--- src/hw/rtl/uvci_pkg.sv ---
// ----------------------------------------------------------------------------
// uvci_pkg
// Shared types and constants for the unique values / counts / inverse block:
// field widths, result kind codes, opcodes and the per-cell control word.
// ----------------------------------------------------------------------------
package uvci_pkg;

    // fixed field widths on the stream ports
    localparam int IN_VALUE_W  = 32;
    localparam int OUT_SLOT_W  = 7;
    localparam int OUT_VALUE_W = 32;
    localparam int OUT_COUNT_W = 16;
    localparam int KIND_W      = 2;

    // output tdata layout, lowest bit first
    localparam int OUT_SLOT_LSB  = 0;
    localparam int OUT_VALUE_LSB = OUT_SLOT_LSB + OUT_SLOT_W;
    localparam int OUT_COUNT_LSB = OUT_VALUE_LSB + OUT_VALUE_W;
    localparam int OUT_OVF_BIT   = OUT_COUNT_LSB + OUT_COUNT_W;
    localparam int OUT_DATA_W    = ((OUT_OVF_BIT + 1 + 7) / 8) * 8;

    // input opcodes
    typedef enum logic {
        OP_ELEMENT = 1'b0,
        OP_FINISH  = 1'b1
    } t_opcode;

    // result kinds
    typedef enum logic [KIND_W-1:0] {
        KIND_INDEX = 2'd0,
        KIND_ENTRY = 2'd1,
        KIND_EMPTY = 2'd2
    } t_kind;

    // control word sent to each cell
    typedef struct packed {
        logic load;   // store the key, count becomes one
        logic incr;   // saturating count increment
        logic shift;  // take value and count from the next cell
    } t_cell_ctl;

endpackage

--- src/hw/rtl/uvci_cell.sv ---
// ----------------------------------------------------------------------------
// uvci_cell
// One slot of the distinct-value chain: holds a value and its saturating
// count, registers a bitwise match against the broadcast key, and can take
// the contents of its upper neighbor when the table drains.
// ----------------------------------------------------------------------------
module uvci_cell #(
    parameter int VALUE_WIDTH = 32,
    parameter int COUNT_WIDTH = 16
) (
    input  logic                   i_clk,
    input  uvci_pkg::t_cell_ctl    i_ctl,
    input  logic [VALUE_WIDTH-1:0] i_key,
    input  logic [VALUE_WIDTH-1:0] i_next_value,
    input  logic [COUNT_WIDTH-1:0] i_next_count,
    output logic [VALUE_WIDTH-1:0] o_value,
    output logic [COUNT_WIDTH-1:0] o_count,
    output logic                   o_hit
);

    logic [VALUE_WIDTH-1:0] r_value;
    logic [COUNT_WIDTH-1:0] r_count;
    logic                   r_hit;

    // slot contents
    always_ff @(posedge i_clk) begin
        priority if (i_ctl.shift) begin
            r_value <= i_next_value;
            r_count <= i_next_count;
        end else if (i_ctl.load) begin
            r_value <= i_key;
            r_count <= COUNT_WIDTH'(1);
        end else if (i_ctl.incr) begin
            if (r_count != {COUNT_WIDTH{1'b1}}) begin
                r_count <= r_count + COUNT_WIDTH'(1);
            end
        end
    end

    // registered compare against the key
    always_ff @(posedge i_clk) begin
        r_hit <= (r_value == i_key);
    end

    assign o_value = r_value;
    assign o_count = r_count;
    assign o_hit   = r_hit;

endmodule

--- config.mk ---
export PLATFORM = sky130hd
export DESIGN_NAME = uvci_cell
export DESIGN_NICKNAME = d
export VERILOG_FILES = /design/src/hw/rtl/uvci_pkg.sv /design/src/hw/rtl/uvci_cell.sv
export SDC_FILE = /design/constraint.sdc
export NUM_CORES = 1
export LEC_CHECK = 0
export ABC_AREA = 1
export BUFFER_PORTS_ARGS = -buffer_cell sky130_fd_sc_hd__buf_4
export CAP_MARGIN = 10
export CELL_PAD_IN_SITES_DETAIL_PLACEMENT = 2
export CELL_PAD_IN_SITES_GLOBAL_PLACEMENT = 2
export CORE_ASPECT_RATIO = 0.7
export CORE_MARGIN = 3
export CORE_UTILIZATION = 27
export DETAILED_ROUTE_END_ITERATION = 7
export GPL_ROUTABILITY_DRIVEN = 0
export PLACE_DENSITY = 0.93
export SLEW_MARGIN = 25
export SYNTH_ARGS = -nofsm -noshare
export SYNTH_HDL_FRONTEND = slang
export SYNTH_SLANG_ARGS = --single-unit
--- constraint.sdc ---
create_clock -name i_clk -period 3.6 [get_ports i_clk]
set_clock_uncertainty 0.2 [all_clocks]
set_input_delay 0.72 -clock i_clk [delete_from_list [all_inputs] [get_ports i_clk]]
set_output_delay 0.72 -clock i_clk [all_outputs]
set_load 0.03 [all_outputs]
==> results.tsv, run 1 <==
stage	metric	value	unit
sta	RSZ-0062 raised after global routing	no	
cts	CTS tree	built	
sta	Final Max Tran Viols	0	
detailed_routing	detailed-route wire length	11700	um
pwr	maximum VDD drop	194	uV
cts	H-tree depth	2	
detailed_routing	Vias/cell	4.58	
global_routing	largest net degree at the start of global routing	47	
setup_path	worst reg-to-reg path cell count	7	
pwr	clock share of power	26.4	%
sta	hold slack	0.519	ns
cts	Num CTS Buffers	5	
sta	Worst-Margin Slew	0.455	ns
finish	register area	1460	um^2
logic_synthesis	flop and latch count out of synthesis	49	
logic_synthesis	leading area contributor after synthesis	edfxtp_1	
pwr	cell area power density	389	nW/um^2
pwr	sequential share of power	45.0	%
setup_path	crit path capture type	flip-flop	
cts	post_cts resized	0	
die	chip width	133	um
setup_path	crit path cell chain	buf_4, nor2_4, inv_1, buf_4	
pwr	Leak	2.23	nW
setup_path	cell mode on critical path	buf_4	
detailed_routing	Routed Antenna Nets	0	
cts	Root Driver	clkbuf_16	
hold_path	Hold Path Class	primary input to flip-flop	
logic_synthesis	top cell type's share of synthesized area	47.0	%
detailed_routing	First DRT Iteration DRCs	111	
detailed_routing	First-pass DRT Iterations	4	
global_routing	first-pass GRT wire length	18600	um
setup_path	Startpoint Class	primary input	
logic_synthesis	Synth Area in XOR/XNOR	0.857	%
pwr	Int Pwr	1.15	mW
pwr	Pwr Total	1.70	mW
global_routing	initial antenna violation count	0	
die	DIE AREA	12700	um^2
placed_design	placed inst area	4220	um^2
logic_synthesis	multiplexer share of the synthesized area	1.10	%
die	floorplan row count	31	
cts	Setup Buffers After CTS	0	
setup_path	reg-to-reg slack, setup	1.46	ns
pwr	Psw	0.545	mW
finish	Antenna Cells	0	
finish	commonest non-fill, non-tap cell in the layout	nand2_1	
finish	most frequent cells in the layout	178 x nand2_1, 136 x buf_4, 71 x inv_1	
sta	endpoints failing hold	0	
pwr	Sw Share	32.1	%
detailed_routing	drt drc	0	
logic_synthesis	Synth Instances	424	
setup_path	Worst R2R Start	o_count[0]$_DFFE_PP_	
logic_synthesis	Synth Area in Adders	0.408	%
setup_path	CP max stage cell	buf_4	
global_routing	Total GRT Usage	18.6	%
logic_synthesis	Netlist Area Pre-Place	3060	um^2
die	IO Pins	133	
cts	Hold Buf Count CTS	0	
logic_synthesis	ranking of synthesized cells by area	edfxtp_1 47%, nand2_1 22%, inv_1 8.7%	
logic_synthesis	YS warnings	0	
sta	fmax	425	MHz
logic_synthesis	Mapped Avg Cell Area	7.23	um^2
setup_path	Crit path arrival time	2.11	ns
cts	CTS clk-pin slew, worst paths	0.06	ns
flow_run	max_cap viols	0	
setup_path	Worst Setup Path Type	primary input to flip-flop	
sta	final setup violation count	0	
finish	Final Cell Area	4360	um^2
run_status	status	finished, final reports clean	
global_routing	number of global-route vias before repair	3559	
setup_path	Critical Path RT	3.35	ns
global_routing	GRT overflow	0	
hold_path	worst hold path cell count	3	
cts	CTS Sinks	49	
die	Core Area	10700	um^2
detailed_routing	Via Count	3236	
setup_path	Worst Path Max Fanout	46	
finish	layout cells sized above 1	28.1	%
detailed_routing	Avg WL per Cell	16.5	um
die	die height	95.1	um
logic_synthesis	Synth Area in Simple Gates	31.5	%
logic_synthesis	library cells used by synthesis	25	
sta	Period Utilization, post-route	65.4	%
sta	Final min period	2.35	ns
finish	area grow syn2layout	42.2	%
cts	CTS Buffer Depth	2	
cts	Clock Latency Late Sink	0.28	ns
placed_design	hpwl dp	9820	um
setup_path	Reg-to-Reg End	o_count[10]$_DFFE_PP_	
die	Starting Density	28.6	%
finish	nets	642	
pwr	Comb pwr share	28.6	%
finish	area of the multi-input gates	1280	um^2
setup_path	CP max stage delay	0.39	ns
logic_synthesis	Mapped Nets	509	
logic_synthesis	main combinational cell family by area after synthesis	simple AND/OR/NAND/NOR gates	
logic_synthesis	Synth Area in Compound Gates	7.92	%
finish	fill cell count	1294	
placed_design	port bufs	132	
hold_path	Hold Path Sink	o_count[12]$_DFFE_PP_	
logic_synthesis	sequential-to-total area share from yosys stat	47.7	%
sta	Setup TNS	0	ns
hold_path	min-delay src	i_next_count[12]	
sta	Max-slew headroom	69.7	%
[sequential cells by signal (all words and copies together), names as in the netlist]
| name | cells |
|---|---|
| o_value | 32 |
| o_hit | 1 |
| o_count | 16 |
[kinds of logic (layout without fill, tap and decap cells)]
group                    Yosys count  count (layout)
AO/OA/AOI/OAI                     46              46
XOR/XNOR                           3               3
adder cells (fa/ha/maj)            1               1
buffers and inverters             83             217
flip-flops                        49              49
multiplexers                       3               3
AND/OR/NAND/NOR                  239             239
[final cells by class]
| cell class | count | share of cell area (%) |
|---|---|---|
| flip-flops and latches | 49 | 33.5 |
| multi-input cells | 292 | 29.4 |
| repair buffers | 136 | 23.4 |
| inverters | 73 | 6.29 |
| well taps | 148 | 4.25 |
| clock buffers | 8 | 3.13 |
[layer usage]
| layer | GRT usage [%] | vias to the layer above | routed length (um) | part of all wire (%) |
|---|---|---|---|---|
| li1 | - | 1578 | - | - |
| met1 | 22.8 | 1567 | 5120 | 44 |
| met2 | 34.4 | 85 | 5840 | 50 |
| met3 | 4.11 | 6 | 634 | 5.4 |
| met4 | 3.08 | 0 | 72 | 0.62 |
| met5 | 0 | - | 0 | 0 |
[cells in the mapped netlist]
cell type	number
ha_1	1
dfxtp_1	1
xor2_1	3
a22o_1	1
a21oi_1	3
buf_2	3
nor3_1	2
nor2_2	2
inv_2	2
edfxtp_1	48
buf_1	1
mux2_2	3
nand3_1	10
nand2_1	178
a22oi_1	1
nor2_4	4
o21ai_0	37
clkbuf_1	4
inv_1	71
o21bai_2	1
buf_4	2
nor2_1	36
nand2_2	4
o21ai_1	3
nand4_1	3
[power by group through the flow]
stage	logic (mW)	registers [mW]	clock network (mW)
5_1_grt	0.535	0.773	0.484
2_1_floorplan	0.149	0.873	0
3_5_place_dp	0.491	0.774	0
3_3_place_gp	0.464	0.769	0
6_report	0.485	0.763	0.447
4_1_cts	0.493	0.764	0.457
[critical path, delay by kind of cell]
family / cells / cell delay, ns
and+or+nand+nor: 1 / 0.19
buffers and inverters: 3 / 1.14
[worst max-delay path by stage]
| stage | slack, ns | start | to |
|---|---|---|---|
| 2_1_floorplan | 1.03 | o_count[0]$_DFFE_PP_ | o_count[0]$_DFFE_PP_ |
| 3_3_place_gp | 1.02 | i_ctl[0] | o_value[26]$_DFFE_PP_ |
| 3_5_place_dp | 0.95 | i_ctl[0] | o_value[25]$_DFFE_PP_ |
| 4_1_cts | 1.23 | i_ctl[0] | o_value[26]$_DFFE_PP_ |
| 5_1_grt | 1.12 | i_ctl[0] | o_value[25]$_DFFE_PP_ |
| 6_report | 1.25 | i_ctl[0] | o_value[25]$_DFFE_PP_ |
[per-stage QoR]
| stage | cells | setup WS, ns | util (%) |
|---|---|---|---|
| floorplan | 424 | 1.03 | - |
| global placement | 698 | 1.02 | 39.4 |
| detailed placement | 698 | 0.953 | 39.4 |
| CTS | 706 | 1.23 | 40.7 |
| global route | 706 | 1.12 | 40.7 |
| finish | 706 | 1.25 | 40.7 |
Power figures use the tool's default switching activity.
==> run 2: changes to the inputs <==
CORE_UTILIZATION = 25   (was 27)
PLACE_DENSITY = 0.87   (was 0.93)
clock period = 2.4 ns   (was 3.6 ns; I/O delays follow)
==> results.tsv, run 2 (synthesized netlist as in run 1, its figures left out) <==
stage	metric	value	unit
global_routing	first-pass GRT wire length	18000	um
finish	fill cell count	1412	
die	die height	98.6	um
finish	Final Util	37.2	%
hold_path	Hold Path Class	primary input to flip-flop	
sta	Final Max Tran Viols	0	
sta	Max-slew headroom	70.0	%
detailed_routing	Via Count	3218	
cts	CTS clk-pin slew, worst paths	0.07	ns
finish	Final Cell Area	4400	um^2
global_routing	GRT overflow	0	
detailed_routing	Vias/cell	4.49	
sta	fmax	495	MHz
pwr	cell area power density	590	nW/um^2
die	chip width	138	um
cts	H-tree depth	2	
finish	commonest non-fill, non-tap cell in the layout	nand2_1	
sta	hold slack	0.275	ns
detailed_routing	detailed-route wire length	11400	um
cts	Hold Buf Count CTS	0	
finish	area grow syn2layout	43.7	%
sta	final setup violation count	0	
global_routing	number of global-route vias before repair	3480	
setup_path	CP endpoint	o_count[11]$_DFFE_PP_	
detailed_routing	Routed Antenna Nets	0	
global_routing	initial antenna violation count	0	
finish	Largest register FFs	32	
global_routing	largest net degree at the start of global routing	62	
die	Core Area	11900	um^2
sta	Setup TNS	0	ns
setup_path	Crit path arrival time	1.86	ns
detailed_routing	drt drc	0	
cts	CTS tree	built	
run_status	status	finished, final reports clean	
placed_design	placed inst area	4260	um^2
finish	nets	643	
pwr	maximum VDD drop	239	uV
setup_path	Worst Path Max Fanout	8	
detailed_routing	Avg WL per Cell	15.9	um
pwr	Sw Share	32.4	%
placed_design	hpwl dp	9440	um
flow_run	max_cap viols	0	
setup_path	Worst R2R Start	o_count[0]$_DFFE_PP_	
placed_design	port bufs	132	
die	floorplan row count	33	
pwr	Leak	2.25	nW
global_routing	Total GRT Usage	16.5	%
cts	Root Driver	clkbuf_16	
die	DIE AREA	13600	um^2
cts	CTS Buffer Depth	2	
finish	layout cells sized above 1	28.6	%
cts	CTS Sinks	49	
pwr	sequential share of power	43.9	%
hold_path	worst hold path cell count	3	
cts	Num CTS Buffers	5	
setup_path	Reg-to-Reg End	o_count[11]$_DFFE_PP_	
finish	most frequent cells in the layout	178 x nand2_1, 136 x buf_4, 71 x inv_1	
setup_path	Worst setup startpoint	o_count[0]$_DFFE_PP_	
finish	Antenna Cells	0	
pwr	clock share of power	28.1	%
setup_path	Critical Path RT	2.24	ns
setup_path	Startpoint Class	flip-flop	
sta	Period Utilization, post-route	84.2	%
pwr	Psw	0.841	mW
setup_path	Worst Setup Path Type	flip-flop to flip-flop	
pwr	Int Pwr	1.76	mW
sta	endpoints failing hold	0	
die	Starting Density	25.9	%
pwr	Comb pwr share	28.0	%
setup_path	reg-to-reg slack, setup	0.38	ns
sta	Worst-Margin Slew	0.450	ns
cts	Setup Buffers After CTS	0	
detailed_routing	First DRT Iteration DRCs	157	
sta	RSZ-0062 raised after global routing	no	
die	IO Pins	133	
sta	Final min period	2.02	ns
cts	Clock Latency Late Sink	0.29	ns
cts	post_cts resized	0	
setup_path	worst reg-to-reg path cell count	7	
detailed_routing	First-pass DRT Iterations	4	
setup_path	crit path capture type	flip-flop	
run 2: cell count changes in the layout (fill, tap and decap cells not counted):
| cell | delta |
|---|---|
| a21oi_1 | -1 |
| buf_12 | +1 |
| a21oi_2 | +1 |
| clkbuf_1 | -1 |
| clkbuf_8 | +1 |
run 2: how the worst min path moves through the flow:
stage,end,start
floorplan,o_count[10]$_DFFE_PP_,i_next_count[10]
global placement,o_count[0]$_DFFE_PP_,o_count[0]$_DFFE_PP_
detailed placement,o_count[0]$_DFFE_PP_,o_count[0]$_DFFE_PP_
CTS,o_value[11]$_DFFE_PP_,i_next_value[11]
global route,o_value[22]$_DFFE_PP_,i_next_value[22]
finish,o_value[20]$_DFFE_PP_,i_next_value[20]
run 2: metrics by stage:
stage | std cells | power, mW | setup slack (ns)
final | 716 | 2.60 | 0.378
after detailed placement | 708 | 1.90 | 0.413
after global placement | 708 | 1.86 | 0.511
after global routing | 716 | 2.74 | 0.258
after floorplan | 424 | 1.53 | 0.133
after CTS | 716 | 2.64 | 0.396
run 2: power groups by stage:
stage	clock [mW]	sequential (mW)	combinational, mW
after global placement	0	1.15	0.710
after global routing	0.782	1.16	0.800
after detailed placement	0	1.16	0.740
final	0.730	1.14	0.728
after floorplan	0	1.31	0.224
after CTS	0.756	1.14	0.743
run 2: worst max-delay path: stages, from the launching register on:
cell,delay [ns]
edfxtp_1,0.43
ha_1,0.22
nand2_1,0.17
nor2_4,0.27
nand2_2,0.09
nor2_1,0.14
a21oi_2,0.08
buf_4,0.19
run 2: layer usage:
| metal | up-vias | GRT usage, % | wire (um) |
|---|---|---|---|
| li1 | 1579 | - | - |
| met1 | 1554 | 21.0 | 5060 |
| met2 | 77 | 29.5 | 5740 |
| met3 | 8 | 3.06 | 468 |
| met4 | 0 | 3.11 | 120 |
| met5 | - | 0 | 0 |
run 2: cell type report:
type / count / area [um^2] / area share [%]
multi-input cells: 292 / 1280 / 29.2
clock buffers: 8 / 146 / 3.32
flip-flops and latches: 49 / 1460 / 33.2
inverters: 73 / 274 / 6.22
well taps: 157 / 196 / 4.46
repair buffers: 137 / 1040 / 23.6
==> run 3: changes to the inputs <==
clock period = 1.9 ns   (was 2.4 ns; I/O delays follow)
==> results.tsv, run 3 (synthesized netlist as in run 1, its figures left out) <==
stage	metric	value	unit
cts	Clock Latency Late Sink	0.29	ns
die	floorplan row count	33	
detailed_routing	First DRT Iteration DRCs	110	
finish	Final Util	38.8	%
sta	RSZ-0062 raised after global routing	no	
detailed_routing	detailed-route wire length	12400	um
finish	area grow syn2layout	49.9	%
cts	Root Driver	clkbuf_16	
placed_design	port bufs	132	
cts	CTS Sinks	49	
setup_path	Crit path arrival time	1.60	ns
placed_design	hpwl dp	10200	um
global_routing	GRT overflow	0	
finish	most frequent cells in the layout	177 x nand2_1, 156 x buf_4, 70 x inv_1	
sta	hold slack	0.165	ns
finish	commonest non-fill, non-tap cell in the layout	nand2_1	
detailed_routing	Vias/cell	4.50	
sta	fmax	571	MHz
die	chip width	138	um
global_routing	number of global-route vias before repair	3755	
finish	nets	664	
cts	CTS clk-pin slew, worst paths	0.07	ns
sta	Max-slew headroom	76.9	%
detailed_routing	First-pass DRT Iterations	6	
setup_path	Worst Setup Path Type	flip-flop to flip-flop	
global_routing	first-pass GRT wire length	19900	um
cts	Hold Buf Count CTS	0	
finish	Layout Cells excl Fill	737	
cts	CTS tree	built	
run_status	status	finished, final reports clean	
sta	Worst-Margin Slew	0.345	ns
detailed_routing	Routed Antenna Nets	0	
setup_path	Critical Path RT	1.75	ns
setup_path	Startpoint Class	flip-flop	
hold_path	min-delay src	i_next_count[14]	
hold_path	Hold Path Sink	o_count[14]$_DFFE_PP_	
pwr	cell area power density	723	nW/um^2
pwr	maximum VDD drop	350	uV
cts	CTS Buffer Depth	2	
setup_path	worst reg-to-reg path cell count	8	
finish	Antenna Cells	0	
cts	H-tree depth	2	
cts	Num CTS Buffers	5	
finish	area of the multi-input gates	1310	um^2
finish	Largest register FFs	32	
pwr	Pwr Total	3.32	mW
detailed_routing	Avg WL per Cell	16.8	um
die	die height	98.6	um
finish	register area	1460	um^2
flow_run	max_cap viols	0	
sta	Setup TNS	0	ns
die	IO Pins	133	
placed_design	dpl cells	727	
global_routing	largest net degree at the start of global routing	51	
placed_design	pre-CTS worst setup slack	-0.111	ns
setup_path	Reg-to-Reg End	o_count[11]$_DFFE_PP_	
finish	layout cells sized above 1	31.9	%
hold_path	Hold Path Class	primary input to flip-flop	
hold_path	worst hold path cell count	3	
finish	Final Cell Area	4590	um^2
sta	Final Max Tran Viols	0	
finish	fill cell count	1381	
sta	Final min period	1.75	ns
sta	Period Utilization, post-route	92.2	%
setup_path	Worst Path Max Fanout	4	
setup_path	reg-to-reg slack, setup	0.15	ns
sta	endpoints failing hold	0	
pwr	Leak	2.35	nW
die	Starting Density	25.9	%
placed_design	placed inst area	4420	um^2
sta	final setup violation count	0	
detailed_routing	drt drc	0	
die	DIE AREA	13600	um^2
global_routing	Total GRT Usage	18.3	%
global_routing	initial antenna violation count	0	
die	Core Area	11900	um^2
setup_path	crit path capture type	flip-flop	
detailed_routing	Via Count	3314	
setup_path	Worst R2R Start	o_count[0]$_DFFE_PP_	
sta	worst setup margin	0.147	ns
run 3: changes by cell type in the layout (fill, tap and decap cells not counted), sizes merged:
cell | previous run | this run
buf | 137 | 158
inv | 73 | 72
clkbuf | 8 | 5
clkinvlp | 0 | 1
clkinv | 0 | 3
run 3: power breakdown:
| part | internal [mW] | leakage [nW] | total, mW | switching [mW] |
|---|---|---|---|---|
| Clock | 0.479 | 0.0687 | 0.888 | 0.409 |
| Sequential | 1.32 | 0.512 | 1.42 | 0.0943 |
| Combinational | 0.413 | 1.77 | 1.01 | 0.601 |
run 3: worst max-delay path by stage:
stage / start / end / slack, ns / cells past startpoint
detailed placement: o_count[0]$_DFFE_PP_ / o_count[13]$_DFFE_PP_ / -0.11 / 6
global placement: o_count[1]$_DFFE_PP_ / o_count[13]$_DFFE_PP_ / 0.008 / 6
floorplan: o_count[1]$_DFFE_PP_ / o_count[0]$_DFFE_PP_ / -0.1 / 6
global route: o_count[0]$_DFFE_PP_ / o_count[7]$_DFFE_PP_ / 0.03 / 6
CTS: o_count[0]$_DFFE_PP_ / o_count[15]$_DFFE_PP_ / 0.07 / 8
finish: o_count[0]$_DFFE_PP_ / o_count[11]$_DFFE_PP_ / 0.15 / 8
run 3: what timing repair did:
item / 4_1_cts / 5_1_grt
pin swaps: 1 / 0
resized for setup: 0 / 2
buffers inserted: 2 / 0
hold endpoints to repair: 0 / 0
setup endpoints to repair: 16 / 1
run 3: final cells by class:
type	count	share of cell area (%)
multi-input cells	292	28.5
clock buffers	5	2.72
well taps	157	4.28
clock inverters	3	0.272
inverters	73	6.05
repair buffers	158	26.4
flip-flops and latches	49	31.8
run 3: routing by layer:
| metal | vias up | GRT usage, % | routed length, um |
|---|---|---|---|
| met5 | - | 0 | 0 |
| met4 | 0 | 3.80 | 121 |
| met3 | 6 | 3.39 | 527 |
| met2 | 79 | 32.3 | 6330 |
| met1 | 1608 | 23.5 | 5430 |
| li1 | 1621 | - | - |
run 3: worst max-delay path, stage by stage (launching register included):
cell and delay [ns]:
edfxtp_1 0.39, buf_4 0.15, inv_1 0.07, nor2_4 0.15, nand2_2 0.11, nor2_4 0.15, nand2_1 0.11, nor2_1 0.12
o21ai_1 0.06
